[config.mk]
export PLATFORM = sky130hd
export DESIGN_NAME = best_fit_partition_allocator
export DESIGN_NICKNAME = d
export VERILOG_FILES = /design/src/rtl/bfpa_pkg.sv /design/src/rtl/bfpa_ram.sv /design/src/rtl/best_fit_partition_allocator.sv
export SDC_FILE = /design/constraint.sdc
export NUM_CORES = 1
export LEC_CHECK = 0
export BUFFER_PORTS_ARGS = -buffer_cell sky130_fd_sc_hd__buf_2
export CORE_ASPECT_RATIO = 1.2
export CORE_MARGIN = 3
export CORE_UTILIZATION = 50
export DETAILED_ROUTE_END_ITERATION = 10
export GPL_TIMING_DRIVEN = 0
export PLACE_DENSITY = 0.77
export SLEW_MARGIN = 20
export SYNTH_ARGS = -nofsm -noshare
export SYNTH_HDL_FRONTEND = slang
export SYNTH_SLANG_ARGS = --single-unit
[constraint.sdc]
create_clock -name clk_i -period 7.5 [get_ports clk_i]
set_input_delay 0.375 -clock clk_i [delete_from_list [all_inputs] [get_ports clk_i]]
set_output_delay 0.375 -clock clk_i [all_outputs]
set_load 0.05 [all_outputs]
[src/rtl/bfpa_pkg.sv]
package bfpa_pkg;

  // Field widths of the words on the ports
  localparam int unsigned KbW     = 16;
  localparam int unsigned IdxOutW = 4;
  localparam int unsigned OwnerW  = 8;
  localparam int unsigned CfgIdxW = 4;
  localparam int unsigned CfgW    = 16;

  typedef logic [KbW-1:0]     kb_t;
  typedef logic [IdxOutW-1:0] idx_t;
  typedef logic [CfgIdxW-1:0] cfg_idx_t;
  typedef logic [CfgW-1:0]    cfg_data_t;

  typedef enum logic {
    OpAdd     = 1'b0,
    OpRequest = 1'b1
  } op_e;

  typedef enum logic [2:0] {
    StAdded    = 3'd0,
    StInvalid  = 3'd1,
    StFull     = 3'd2,
    StGranted  = 3'd3,
    StRejected = 3'd4
  } status_e;

  // Configuration register indexes
  localparam cfg_idx_t CfgTotalMemory = cfg_idx_t'(0);
  localparam cfg_idx_t CfgFixedMode   = cfg_idx_t'(1);

  localparam kb_t  TotalMemoryReset = 16'hFFFF;
  localparam logic FixedModeReset   = 1'b1;

  typedef struct packed {
    op_e               opcode;
    kb_t               size_kb;
    logic              occupied;
    logic [OwnerW-1:0] owner_tag;
  } in_word_t;

  typedef struct packed {
    status_e status;
    idx_t    block_index;
    kb_t     block_start;
    kb_t     block_end;
    kb_t     waste_kb;
    kb_t     total_fragmentation;
  } out_word_t;

endpackage

[src/rtl/bfpa_ram.sv]
module bfpa_ram #(
  parameter int unsigned Width = 32,
  parameter int unsigned Depth = 16
) (
  input  logic                                      clk_i,
  input  logic                                      we_i,
  input  logic [((Depth > 1) ? $clog2(Depth) : 1)-1:0] waddr_i,
  input  logic [Width-1:0]                          wdata_i,
  input  logic                                      re_i,
  input  logic [((Depth > 1) ? $clog2(Depth) : 1)-1:0] raddr_i,
  output logic [Width-1:0]                          rdata_o
);

  logic [Width-1:0] mem_q [Depth];
  logic [Width-1:0] rdata_q;

  always_ff @(posedge clk_i) begin
    if (we_i) begin
      mem_q[waddr_i] <= wdata_i;
    end
    if (re_i) begin
      rdata_q <= mem_q[raddr_i];
    end
  end

  assign rdata_o = rdata_q;

endmodule

[src/rtl/best_fit_partition_allocator.sv]
// Best-fit partition allocator. Keeps a table of up to MAX_PARTS contiguous
// partitions laid end to end from address 0. An add word (opcode 0) appends a
// partition of size_kb at the running start address, optionally marked taken;
// it is refused as invalid when the size is zero or the partition would run past
// total_memory, and as full when the table already holds MAX_PARTS entries. A
// request word (opcode 1) grants the free partition that fits size_kb with the
// least waste, lowest index on a tie, and reports its index, start, end and
// waste, plus the running fragmentation sum when fixed_mode is set. One result
// word per input word. The block takes one word at a time and drops in_ready_o
// while it works. An add goes from acceptance straight to the write-back step;
// a request first scans the table, reading the entries in turn through a
// registered-read RAM feeding a single subtract-and-compare unit, then makes the
// last compare, leaves the scan and goes to write-back, where each result is
// registered. A word whose result finds the previous one still waiting in the
// output register holds in its write-back step until that one is taken. The next
// word is accepted in the cycle after the previous result is registered, even if
// that result has not yet been taken. Configuration writes are taken in any cycle
// and should only be issued while the block is idle.
module best_fit_partition_allocator #(
  parameter int unsigned MAX_PARTS = 16,
  parameter int unsigned SIZE_BITS = 16
) (
  input  logic                 clk_i,
  input  logic                 rst_ni,
  input  logic                 in_valid_i,
  output logic                 in_ready_o,
  input  bfpa_pkg::in_word_t   in_word_i,
  output logic                 out_valid_o,
  input  logic                 out_ready_i,
  output bfpa_pkg::out_word_t  out_word_o,
  input  logic                 cfg_valid_i,
  output logic                 cfg_ready_o,
  input  bfpa_pkg::cfg_idx_t   cfg_idx_i,
  input  bfpa_pkg::cfg_data_t  cfg_data_i
);

  localparam int unsigned IdxW = (MAX_PARTS > 1) ? $clog2(MAX_PARTS) : 1;
  localparam int unsigned CntW = $clog2(MAX_PARTS + 1);
  localparam int unsigned CmpW = (SIZE_BITS + 1 > bfpa_pkg::KbW) ? SIZE_BITS + 1
                                                                 : bfpa_pkg::KbW;
  localparam logic [CntW-1:0]      MaxCnt = CntW'(MAX_PARTS);
  localparam logic [SIZE_BITS-1:0] SzMax  = {SIZE_BITS{1'b1}};

  typedef enum logic [1:0] {
    Idle,
    Scan,
    Finish
  } state_e;

  typedef logic [SIZE_BITS-1:0] sz_t;

  state_e              state_q, state_d;
  bfpa_pkg::in_word_t  item_q, item_d;
  logic [CntW-1:0]     addr_q, addr_d;
  logic                cmp_valid_q, cmp_valid_d;
  logic [IdxW-1:0]     cmp_idx_q, cmp_idx_d;
  logic                found_q, found_d;
  logic [IdxW-1:0]     best_idx_q, best_idx_d;
  sz_t                 best_w_q, best_w_d;
  bfpa_pkg::kb_t       best_start_q, best_start_d;
  bfpa_pkg::kb_t       best_end_q, best_end_d;
  logic [MAX_PARTS-1:0] taken_q, taken_d;
  logic [CntW-1:0]     count_q, count_d;
  sz_t                 next_start_q, next_start_d;
  sz_t                 frag_q, frag_d;
  bfpa_pkg::kb_t       total_mem_q, total_mem_d;
  logic                fixed_mode_q, fixed_mode_d;
  logic                out_valid_q, out_valid_d;
  bfpa_pkg::out_word_t out_word_q, out_word_d;

  // Table RAM: one word per partition, start in the upper half, size below
  logic                   ram_we;
  logic [IdxW-1:0]        ram_waddr;
  logic [2*SIZE_BITS-1:0] ram_wdata;
  logic                   ram_re;
  logic [IdxW-1:0]        ram_raddr;
  logic [2*SIZE_BITS-1:0] ram_rdata;

  sz_t            req;
  sz_t            ent_size;
  sz_t            ent_start;
  sz_t            ent_waste;
  logic [SIZE_BITS:0] ent_end;
  logic           fits;
  logic           better;
  logic           issue;
  logic           out_free;
  logic [SIZE_BITS:0] add_sum;
  logic           add_invalid;
  logic           add_full;
  logic [SIZE_BITS:0] frag_sum;
  sz_t            frag_sat;

  bfpa_ram #(
    .Width (2 * SIZE_BITS),
    .Depth (MAX_PARTS)
  ) u_table (
    .clk_i   (clk_i),
    .we_i    (ram_we),
    .waddr_i (ram_waddr),
    .wdata_i (ram_wdata),
    .re_i    (ram_re),
    .raddr_i (ram_raddr),
    .rdata_o (ram_rdata)
  );

  assign in_ready_o  = (state_q == Idle);
  assign cfg_ready_o = 1'b1;
  assign out_valid_o = out_valid_q;
  assign out_word_o  = out_word_q;

  // Request or partition size, cut to the table width
  assign req      = SIZE_BITS'(item_q.size_kb);
  assign out_free = !out_valid_q || out_ready_i;

  // Scan: issue one entry read per cycle until every stored entry is out
  assign issue     = (state_q == Scan) && (addr_q < count_q);
  assign ram_re    = issue;
  assign ram_raddr = addr_q[IdxW-1:0];

  // Shared compare unit: judge the entry whose read data has just come back
  assign ent_size  = ram_rdata[SIZE_BITS-1:0];
  assign ent_start = ram_rdata[2*SIZE_BITS-1:SIZE_BITS];
  assign ent_waste = ent_size - req;
  assign ent_end   = {1'b0, ent_start} + {1'b0, ent_size};
  assign fits      = !taken_q[cmp_idx_q] && (ent_size >= req);
  assign better    = cmp_valid_q && fits && (!found_q || (ent_waste < best_w_q));

  // Add checks
  assign add_sum     = {1'b0, next_start_q} + {1'b0, req};
  assign add_invalid = (req == '0) || (CmpW'(add_sum) > CmpW'(total_mem_q));
  assign add_full    = (count_q == MaxCnt);

  // Fragmentation sum, held at its ceiling once it would wrap
  assign frag_sum = {1'b0, frag_q} + {1'b0, best_w_q};
  assign frag_sat = frag_sum[SIZE_BITS] ? SzMax : frag_sum[SIZE_BITS-1:0];

  assign ram_we    = (state_q == Finish) && out_free && (item_q.opcode == bfpa_pkg::OpAdd)
                     && !add_invalid && !add_full;
  assign ram_waddr = count_q[IdxW-1:0];
  assign ram_wdata = {next_start_q, req};

  always_comb begin
    state_d      = state_q;
    item_d       = item_q;
    addr_d       = addr_q;
    cmp_valid_d  = 1'b0;
    cmp_idx_d    = cmp_idx_q;
    found_d      = found_q;
    best_idx_d   = best_idx_q;
    best_w_d     = best_w_q;
    best_start_d = best_start_q;
    best_end_d   = best_end_q;
    taken_d      = taken_q;
    count_d      = count_q;
    next_start_d = next_start_q;
    frag_d       = frag_q;
    total_mem_d  = total_mem_q;
    fixed_mode_d = fixed_mode_q;
    out_valid_d  = out_valid_q && !out_ready_i;
    out_word_d   = out_word_q;

    if (cfg_valid_i) begin
      unique case (cfg_idx_i)
        bfpa_pkg::CfgTotalMemory: total_mem_d  = bfpa_pkg::kb_t'(cfg_data_i);
        bfpa_pkg::CfgFixedMode:   fixed_mode_d = cfg_data_i[0];
        default: ;
      endcase
    end

    // Keep the best candidate seen so far
    if (better) begin
      found_d      = 1'b1;
      best_idx_d   = cmp_idx_q;
      best_w_d     = ent_waste;
      best_start_d = bfpa_pkg::kb_t'(ent_start);
      best_end_d   = bfpa_pkg::kb_t'(ent_end);
    end

    unique case (state_q)
      Idle: begin
        if (in_valid_i) begin
          item_d  = in_word_i;
          addr_d  = '0;
          found_d = 1'b0;
          state_d = (in_word_i.opcode == bfpa_pkg::OpRequest) ? Scan : Finish;
        end
      end

      Scan: begin
        if (issue) begin
          addr_d      = addr_q + 1'b1;
          cmp_valid_d = 1'b1;
          cmp_idx_d   = addr_q[IdxW-1:0];
        end else if (!cmp_valid_q) begin
          state_d = Finish;
        end
      end

      Finish: begin
        if (out_free) begin
          out_valid_d = 1'b1;
          out_word_d  = '0;
          state_d     = Idle;
          if (item_q.opcode == bfpa_pkg::OpAdd) begin
            if (add_invalid) begin
              out_word_d.status = bfpa_pkg::StInvalid;
            end else if (add_full) begin
              out_word_d.status = bfpa_pkg::StFull;
            end else begin
              out_word_d.status      = bfpa_pkg::StAdded;
              out_word_d.block_index = bfpa_pkg::idx_t'(count_q);
              out_word_d.block_start = bfpa_pkg::kb_t'(next_start_q);
              out_word_d.block_end   = bfpa_pkg::kb_t'(add_sum);
              taken_d[count_q[IdxW-1:0]] = item_q.occupied;
              count_d      = count_q + 1'b1;
              next_start_d = add_sum[SIZE_BITS-1:0];
            end
          end else if (!found_q) begin
            out_word_d.status = bfpa_pkg::StRejected;
          end else begin
            out_word_d.status      = bfpa_pkg::StGranted;
            out_word_d.block_index = bfpa_pkg::idx_t'(best_idx_q);
            out_word_d.block_start = best_start_q;
            out_word_d.block_end   = best_end_q;
            out_word_d.waste_kb    = bfpa_pkg::kb_t'(best_w_q);
            out_word_d.total_fragmentation = fixed_mode_q ? bfpa_pkg::kb_t'(frag_sat)
                                                          : '0;
            taken_d[best_idx_q] = 1'b1;
            frag_d              = frag_sat;
          end
        end
      end

      default: state_d = Idle;
    endcase
  end

  always_ff @(posedge clk_i or negedge rst_ni) begin
    if (!rst_ni) begin
      state_q      <= Idle;
      item_q       <= '0;
      addr_q       <= '0;
      cmp_valid_q  <= 1'b0;
      cmp_idx_q    <= '0;
      found_q      <= 1'b0;
      best_idx_q   <= '0;
      best_w_q     <= '0;
      best_start_q <= '0;
      best_end_q   <= '0;
      taken_q      <= '0;
      count_q      <= '0;
      next_start_q <= '0;
      frag_q       <= '0;
      total_mem_q  <= bfpa_pkg::TotalMemoryReset;
      fixed_mode_q <= bfpa_pkg::FixedModeReset;
      out_valid_q  <= 1'b0;
      out_word_q   <= '0;
    end else begin
      state_q      <= state_d;
      item_q       <= item_d;
      addr_q       <= addr_d;
      cmp_valid_q  <= cmp_valid_d;
      cmp_idx_q    <= cmp_idx_d;
      found_q      <= found_d;
      best_idx_q   <= best_idx_d;
      best_w_q     <= best_w_d;
      best_start_q <= best_start_d;
      best_end_q   <= best_end_d;
      taken_q      <= taken_d;
      count_q      <= count_d;
      next_start_q <= next_start_d;
      frag_q       <= frag_d;
      total_mem_q  <= total_mem_d;
      fixed_mode_q <= fixed_mode_d;
      out_valid_q  <= out_valid_d;
      out_word_q   <= out_word_d;
    end
  end

endmodule
# == Word level (Yosys, flattened, before mapping) ==
# Memory sizes are Yosys's and may differ from the RTL's. A register that Yosys moved wholly into a read port is not among the register bits.
# Cells that the tools add are included.
# word_totals
inputBits,51
mem_bits_rw,512
mem_count,1
ff_bits,225
# classes
n_bitwise,4
n_eq_ne,12
n_reduce_logical,34
add_sub_neg,6
muxes,39
order_cmp,9
# mem_list
memory,words,word_bits,rd,rd_clocked_by_memory_dff,write_ports,line,text
u_table.mem_q,16,32,1,1,1,bfpa_ram.sv:14,logic [Width-1:0] mem_q [Depth];
# op_table
op,count
two-way mux 16 bit,6
two-way mux 36 bit,2
two-way mux 68 bit,1
two-way mux 39 bit,1
adder 16 x 16 -> 17 bit,2
two-way mux 32 bit,1
> comparator 17 x 16 -> 1 bit,1
adder 16 bit,1
bitwise mux 16 bit,1
>= comparator 16 bit,1
zero test 16 bit,1
less-than comparator 16 bit,1
OR 16 bit,1
subtractor 16 bit,1
"less-than comparator 4 x 5 -> 1 bit, second input constant",3
"!= test 2 bit, second input constant",7
two-way mux 1 bit,12
two-way mux 2 bit,6
logical AND 1 bit,11
"adder 5 x 1 -> 5 bit, second input constant",2
two-way mux 5 bit,2
one-hot mux 5 bit (2 select lines),1
AND reduction 2 bit,5
AND reduction 5 bit,2
other kinds (19),32

# == Depth between registers and ports, before layout ==
# depth
depth_word,9
mapped_depth,21
mapped_depth_nobuf,18

# == Cells and area by module ==
# Synthesis repeated with hierarchy kept, for this count alone.
# hier_totals
cells_unflattened,2181
hier_area_um2,33079.2
# by_module_without_submodules
module,cells_each,seq_area_each_um2,n_inst,area_each_um2
bfpa_ram,838,16335.7,1,20156.8
best_fit_partition_allocator,1343,5651.7,1,12922.4

# == Least setup slack after synthesis ==
# Ideal clock, no wire load.
# synth_path
path_kind,register to register
startpoint,register item_q (netlist bit req[0])
endpoint,memory u_table.mem_q[10][0] (enable)
period_less_slack_ps,6000
arrival_time_ps,5579
setup_slack_ps,1500
t_required_ps,7079
n_path_buf,1
stages_incl_launch_ff,19
path_cell_list,dfrtp_1 > ha_1 > fa_1 > a211oi_1 > o211ai_1 > a41oi_1 > o21ai_0 > a21oi_1 > xor2_1 > inv_1 > ha_1 > a2111oi_0 > o21ai_0 > a211oi_1 > o211ai_1 > nor2_2 > buf_2 > nand2_1 > nor2_1
# synth_via
elab_chain_len,8
word_cells_on_any_way,9
# synth_rtl
element,line,text
"start, declared",best_fit_partition_allocator.sv:53,"bfpa_pkg::in_word_t item_q, item_d;"
"start signal, assigned",best_fit_partition_allocator.sv:261,item_q <= item_d;
adder 16 x 16 -> 17 bit,best_fit_partition_allocator.sv:130,"assign add_sum = {1'b0, next_start_q} + {1'b0, req};"
via add_sum[14],best_fit_partition_allocator.sv:88,logic [SIZE_BITS:0] add_sum;
> comparator 17 x 16 -> 1 bit,best_fit_partition_allocator.sv:131,assign add_invalid = (req == '0) || (CmpW'(add_sum) > CmpW'(total_mem_q));
logical OR 1 bit,best_fit_partition_allocator.sv:131,
zero test 1 bit,best_fit_partition_allocator.sv:139,&& !add_invalid && !add_full;
logical AND 1 bit (2 in a row),best_fit_partition_allocator.sv:139,
two-way mux 1 bit,bfpa_ram.sv:18,if (we_i) begin
two-way mux 1 bit (not written as such),bfpa_ram.sv:19,mem_q[waddr_i] <= wdata_i;
"end, declared",bfpa_ram.sv:14,
# The timed path passes the listed nets, and every way through them passes these cells.

# == Worst setup path in the final report ==
# layout_path
startpoint,register next_start_q[0]
endpoint,memory u_table.mem_q[10][21] (enable)
# layout_via
elab_chain_len,8
# layout_rtl
element,line,text
"start, declared",best_fit_partition_allocator.sv:64,"sz_t next_start_q, next_start_d;"
"start signal, assigned",best_fit_partition_allocator.sv:272,next_start_q <= next_start_d;
adder 16 x 16 -> 17 bit,best_fit_partition_allocator.sv:130,
via add_sum[14],best_fit_partition_allocator.sv:88,
> comparator 17 x 16 -> 1 bit,best_fit_partition_allocator.sv:131,
logical OR 1 bit,best_fit_partition_allocator.sv:131,
zero test 1 bit,best_fit_partition_allocator.sv:139,
logical AND 1 bit (2 in a row),best_fit_partition_allocator.sv:139,
two-way mux 1 bit,bfpa_ram.sv:18,
two-way mux 1 bit (not written as such),bfpa_ram.sv:19,
# The timed path passes the listed nets, and every way through them passes these cells.

==> results.json <==
{
  "hpwl_mm": 64.0,
  "synth_top_cell_by_area": "edfxtp_1",
  "synth_top_cell_area_share_pct": 49.7,
  "async_flop_share_pct": 29.3,
  "drc": 0,
  "ys_seq_area_share_pct": 66.9,
  "ys_warn_count": 0,
  "hold_violations": 0,
  "final_nets": 2519,
  "cts_sinks": 769,
  "row_count": 102,
  "worstRegToRegCells": 20,
  "max_freq_mhz": 142,
  "period_share_pct": 93.7,
  "synth_area_um2": 32900,
  "cp_max_fo": 19,
  "leakage_uw": 0.0142,
  "end_kind": "flip-flop",
  "grt_max_degree": 89,
  "area_growth_pct": 16.3,
  "synth_area_per_cell_um2": 15.6,
  "worstMarginPinSlew_ps": 1050,
  "cp_cell_sequence": "ha_1 > fa_1 > a211oi_1 > o211ai_1 > a41oi_1 > o21ai_0 > a21oi_1 > xor2_1 > inv_1 > ha_1 > a2111oi_0 > o21ai_0 > a211oi_1 > o211ai_1 > nor2_4 > buf_2 > nand2_1 > nor2_4 > buf_16 > buf_16",
  "syn-instance-count": 2101,
  "crit_path_max_incr_delay_ps": 660,
  "die_w_um": 240,
  "fin_worst_skew_ps": 25.7,
  "rsz0062_at_grt": "no",
  "gp_congestion": 0.912,
  "cts_max_level": 3,
  "status": "completed",
  "maxCapViolCount": 0,
  "layout_setup_ws_ps": 476,
  "worst-setup-path-type": "flip-flop to flip-flop",
  "post-synth-top-count-cell": "edfxtp_1",
  "drtIter0Drc": 2116,
  "synthTopCellsByCount": "edfxtp_1 (544), nand2_1 (213), dfrtp_1 (208), mux4_2 (165), o21ai_0 (137)",
  "core_area_um2": 64800,
  "grt_pass1_vias": 20999,
  "insertion_delay_ps": 630,
  "slew_headroom_pct": 30.0,
  "grt_pass1_wl_mm": 136,
  "die-area_um2": 68800,
  "cts_buffers": 73,
  "post-place-ws_ps": -244,
  "setup_violations": 0,
  "cts_tree": "yes",
  "root_buffer": "clkbuf_16",
  "wirelength_mm": 92.4,
  "crit_required_ps": 7830,
  "setup_tns_ps": 0,
  "final_antenna_net_count": 0,
  "numPortBuffers": 115,
  "crit_arrival_ps": 7350,
  "clkSlewWorstSetupHoldPaths_ps": 70,
  "viasPerCell": 6.28,
  "final_max_slew_viol_count": 0,
  "max-vdd-ir-drop_v": 0.000189,
  "hold_path.class": "primary input to flip-flop",
  "yosys-top-cells-area": "edfxtp_1 (50%), dfrtp_1 (16%), mux4_2 (11%)",
  "via_count": 20425,
  "hold_path_depth": 3,
  "ys_types": 67,
  "cts_buffer_depth": 3,
  "grt_usage_pct": 27.1,
  "fp.dieH_um": 287,
  "synth_edf_count": 544,
  "initial_core_util_pct": 50.7,
  "synthesis.nets": 2259,
  "dr.pass1.iters": 6,
  "grt-ovfl-total": 0,
  "min_period_ps": 7020,
  "pin_count": 125,
  "power_density_nw_per_um2": 398,
  "drive_gt1_share_pct": 21.8,
  "start_kind": "flip-flop",
  "final_core_util_pct": 59.0,
  "routedWlPerCell_um": 28.4,
  "ys.flop_type": "edfxtp_1",
  "slowest_stage": "dfrtp_1",
  "synth-seq-cells": 769,
  "antenna_found_initial": 2
}
-- per-layer routing --
metal / global-route usage [%] / wire [µm] / up-vias
met5: 0 / 0 / -
met4: 16.5 / 6030 / 0
met3: 4.56 / 7440 / 275
met2: 46.0 / 46800 / 1265
met1: 32.6 / 32100 / 10292
li1: - / - / 8593
-- critical path, delay by kind of cell, from the launching register on --
| family | cells | cell delay [ps] |
|---|---|---|
| AO/OA/AOI/OAI | 9 | 2680 |
| XOR/XNOR | 1 | 310 |
| adder cells (fa/ha/maj) | 3 | 1160 |
| buffers and inverters | 4 | 880 |
| flip-flops | 1 | 660 |
| AND/OR/NAND/NOR | 3 | 980 |
-- where the power goes --
part           switching, µW  internal (µW)  leakage [µW]
combinational           3040           1950       0.00523
clock                   1640           2140       0.00117
sequential               901           5520       0.00783
-- registers in the layout, summed over array words and instances, names as in the netlist --
register and cells:
found_q 1, u_table.mem_q 512, cmp_valid_q 1, req 16, next_start_q 16, best_idx_q 4, best_w_q 16, addr_q 5
total_mem_q 16, taken_q 16, out_valid_o 1, best_end_q 16, frag_q 16, count_q 5, cmp_idx_q 4, item_q 2
fixed_mode_q 1, best_start_q 16, out_word_o 71, state_q 2, u_table.rdata_o 32
-- kinds of logic after synthesis --
| group | after synthesis | share of synthesized area (%) |
|---|---|---|
| simple gates | 403 | 5.37 |
| fa+ha+maj | 107 | 4.17 |
| flops | 769 | 66.9 |
| other cells | 1 | 0.0114 |
| xor+xnor | 58 | 1.55 |
| mux | 208 | 12.8 |
| compound gates | 373 | 7.02 |
| buf+inv | 182 | 2.21 |
-- stage by stage --
step | hold WS [ps] | std cells | area [µm²] | power (µW)
3_3_place_gp | 460 | 3048 | 34500 | 11000
4_1_cts | 9.73 | 3244 | 38200 | 15200
6_report | 41.2 | 3252 | 38200 | 15200
5_1_grt | 42.8 | 3252 | 38200 | 15900
2_1_floorplan | 79.4 | 2101 | 32900 | 9500
3_5_place_dp | 434 | 3074 | 35300 | 11400
-- cell type report --
cell class / instances / area, µm²
multi-input combinational: 1150 / 10300
sequential: 769 / 22000
antenna: 2 / 5.00
clock inverter: 43 / 534
fill: 4603 / 26600
timing repair buffer: 185 / 1740
clock buffer: 89 / 1900
tap: 832 / 1040
inverter: 89 / 334
buffer: 93 / 402
-- timing repair --
| item | CTS | global route |
|---|---|---|
| hold buffers | 28 | 0 |
| pin swaps | 9 | 4 |
| hold endpoints to repair | 114 | 0 |
| gates resized for setup | 1 | 1 |
| setup buffers | 10 | 6 |
| endpoints found under the setup margin | 359 | 337 |
-- layout by cell type (no fill, tap or decap), drive strengths merged, types with 20 or more instances in the layout --
cell type,n
nor2,79
o21ai,138
dfrtp,208
clkinv,25
buf,190
mux4,165
clkbuf,149
ha,103
xnor2,41
a21oi,76
edfxtp,544
inv,92
mux2,40
a31oi,20
dlygate4sd3,28
a21o,25
a22oi,32
nand2,213
-- final timing paths --
check | to | slack, ps | startpoint
hold / removal | req[4] | 40 | in_word_i[13]
setup / recovery | u_table.mem_q[10][21] | 480 | next_start_q[0]
hold reg to reg | out_word_o[2] | 480 | out_word_o[2]
max in group asynchronous | out_word_o[53] | 5970 | rst_ni
setup reg to reg | u_table.mem_q[10][21] | 480 | next_start_q[0]
min in group asynchronous | frag_q[3] | 370 | rst_ni
(Power assumes the default switching activity.)
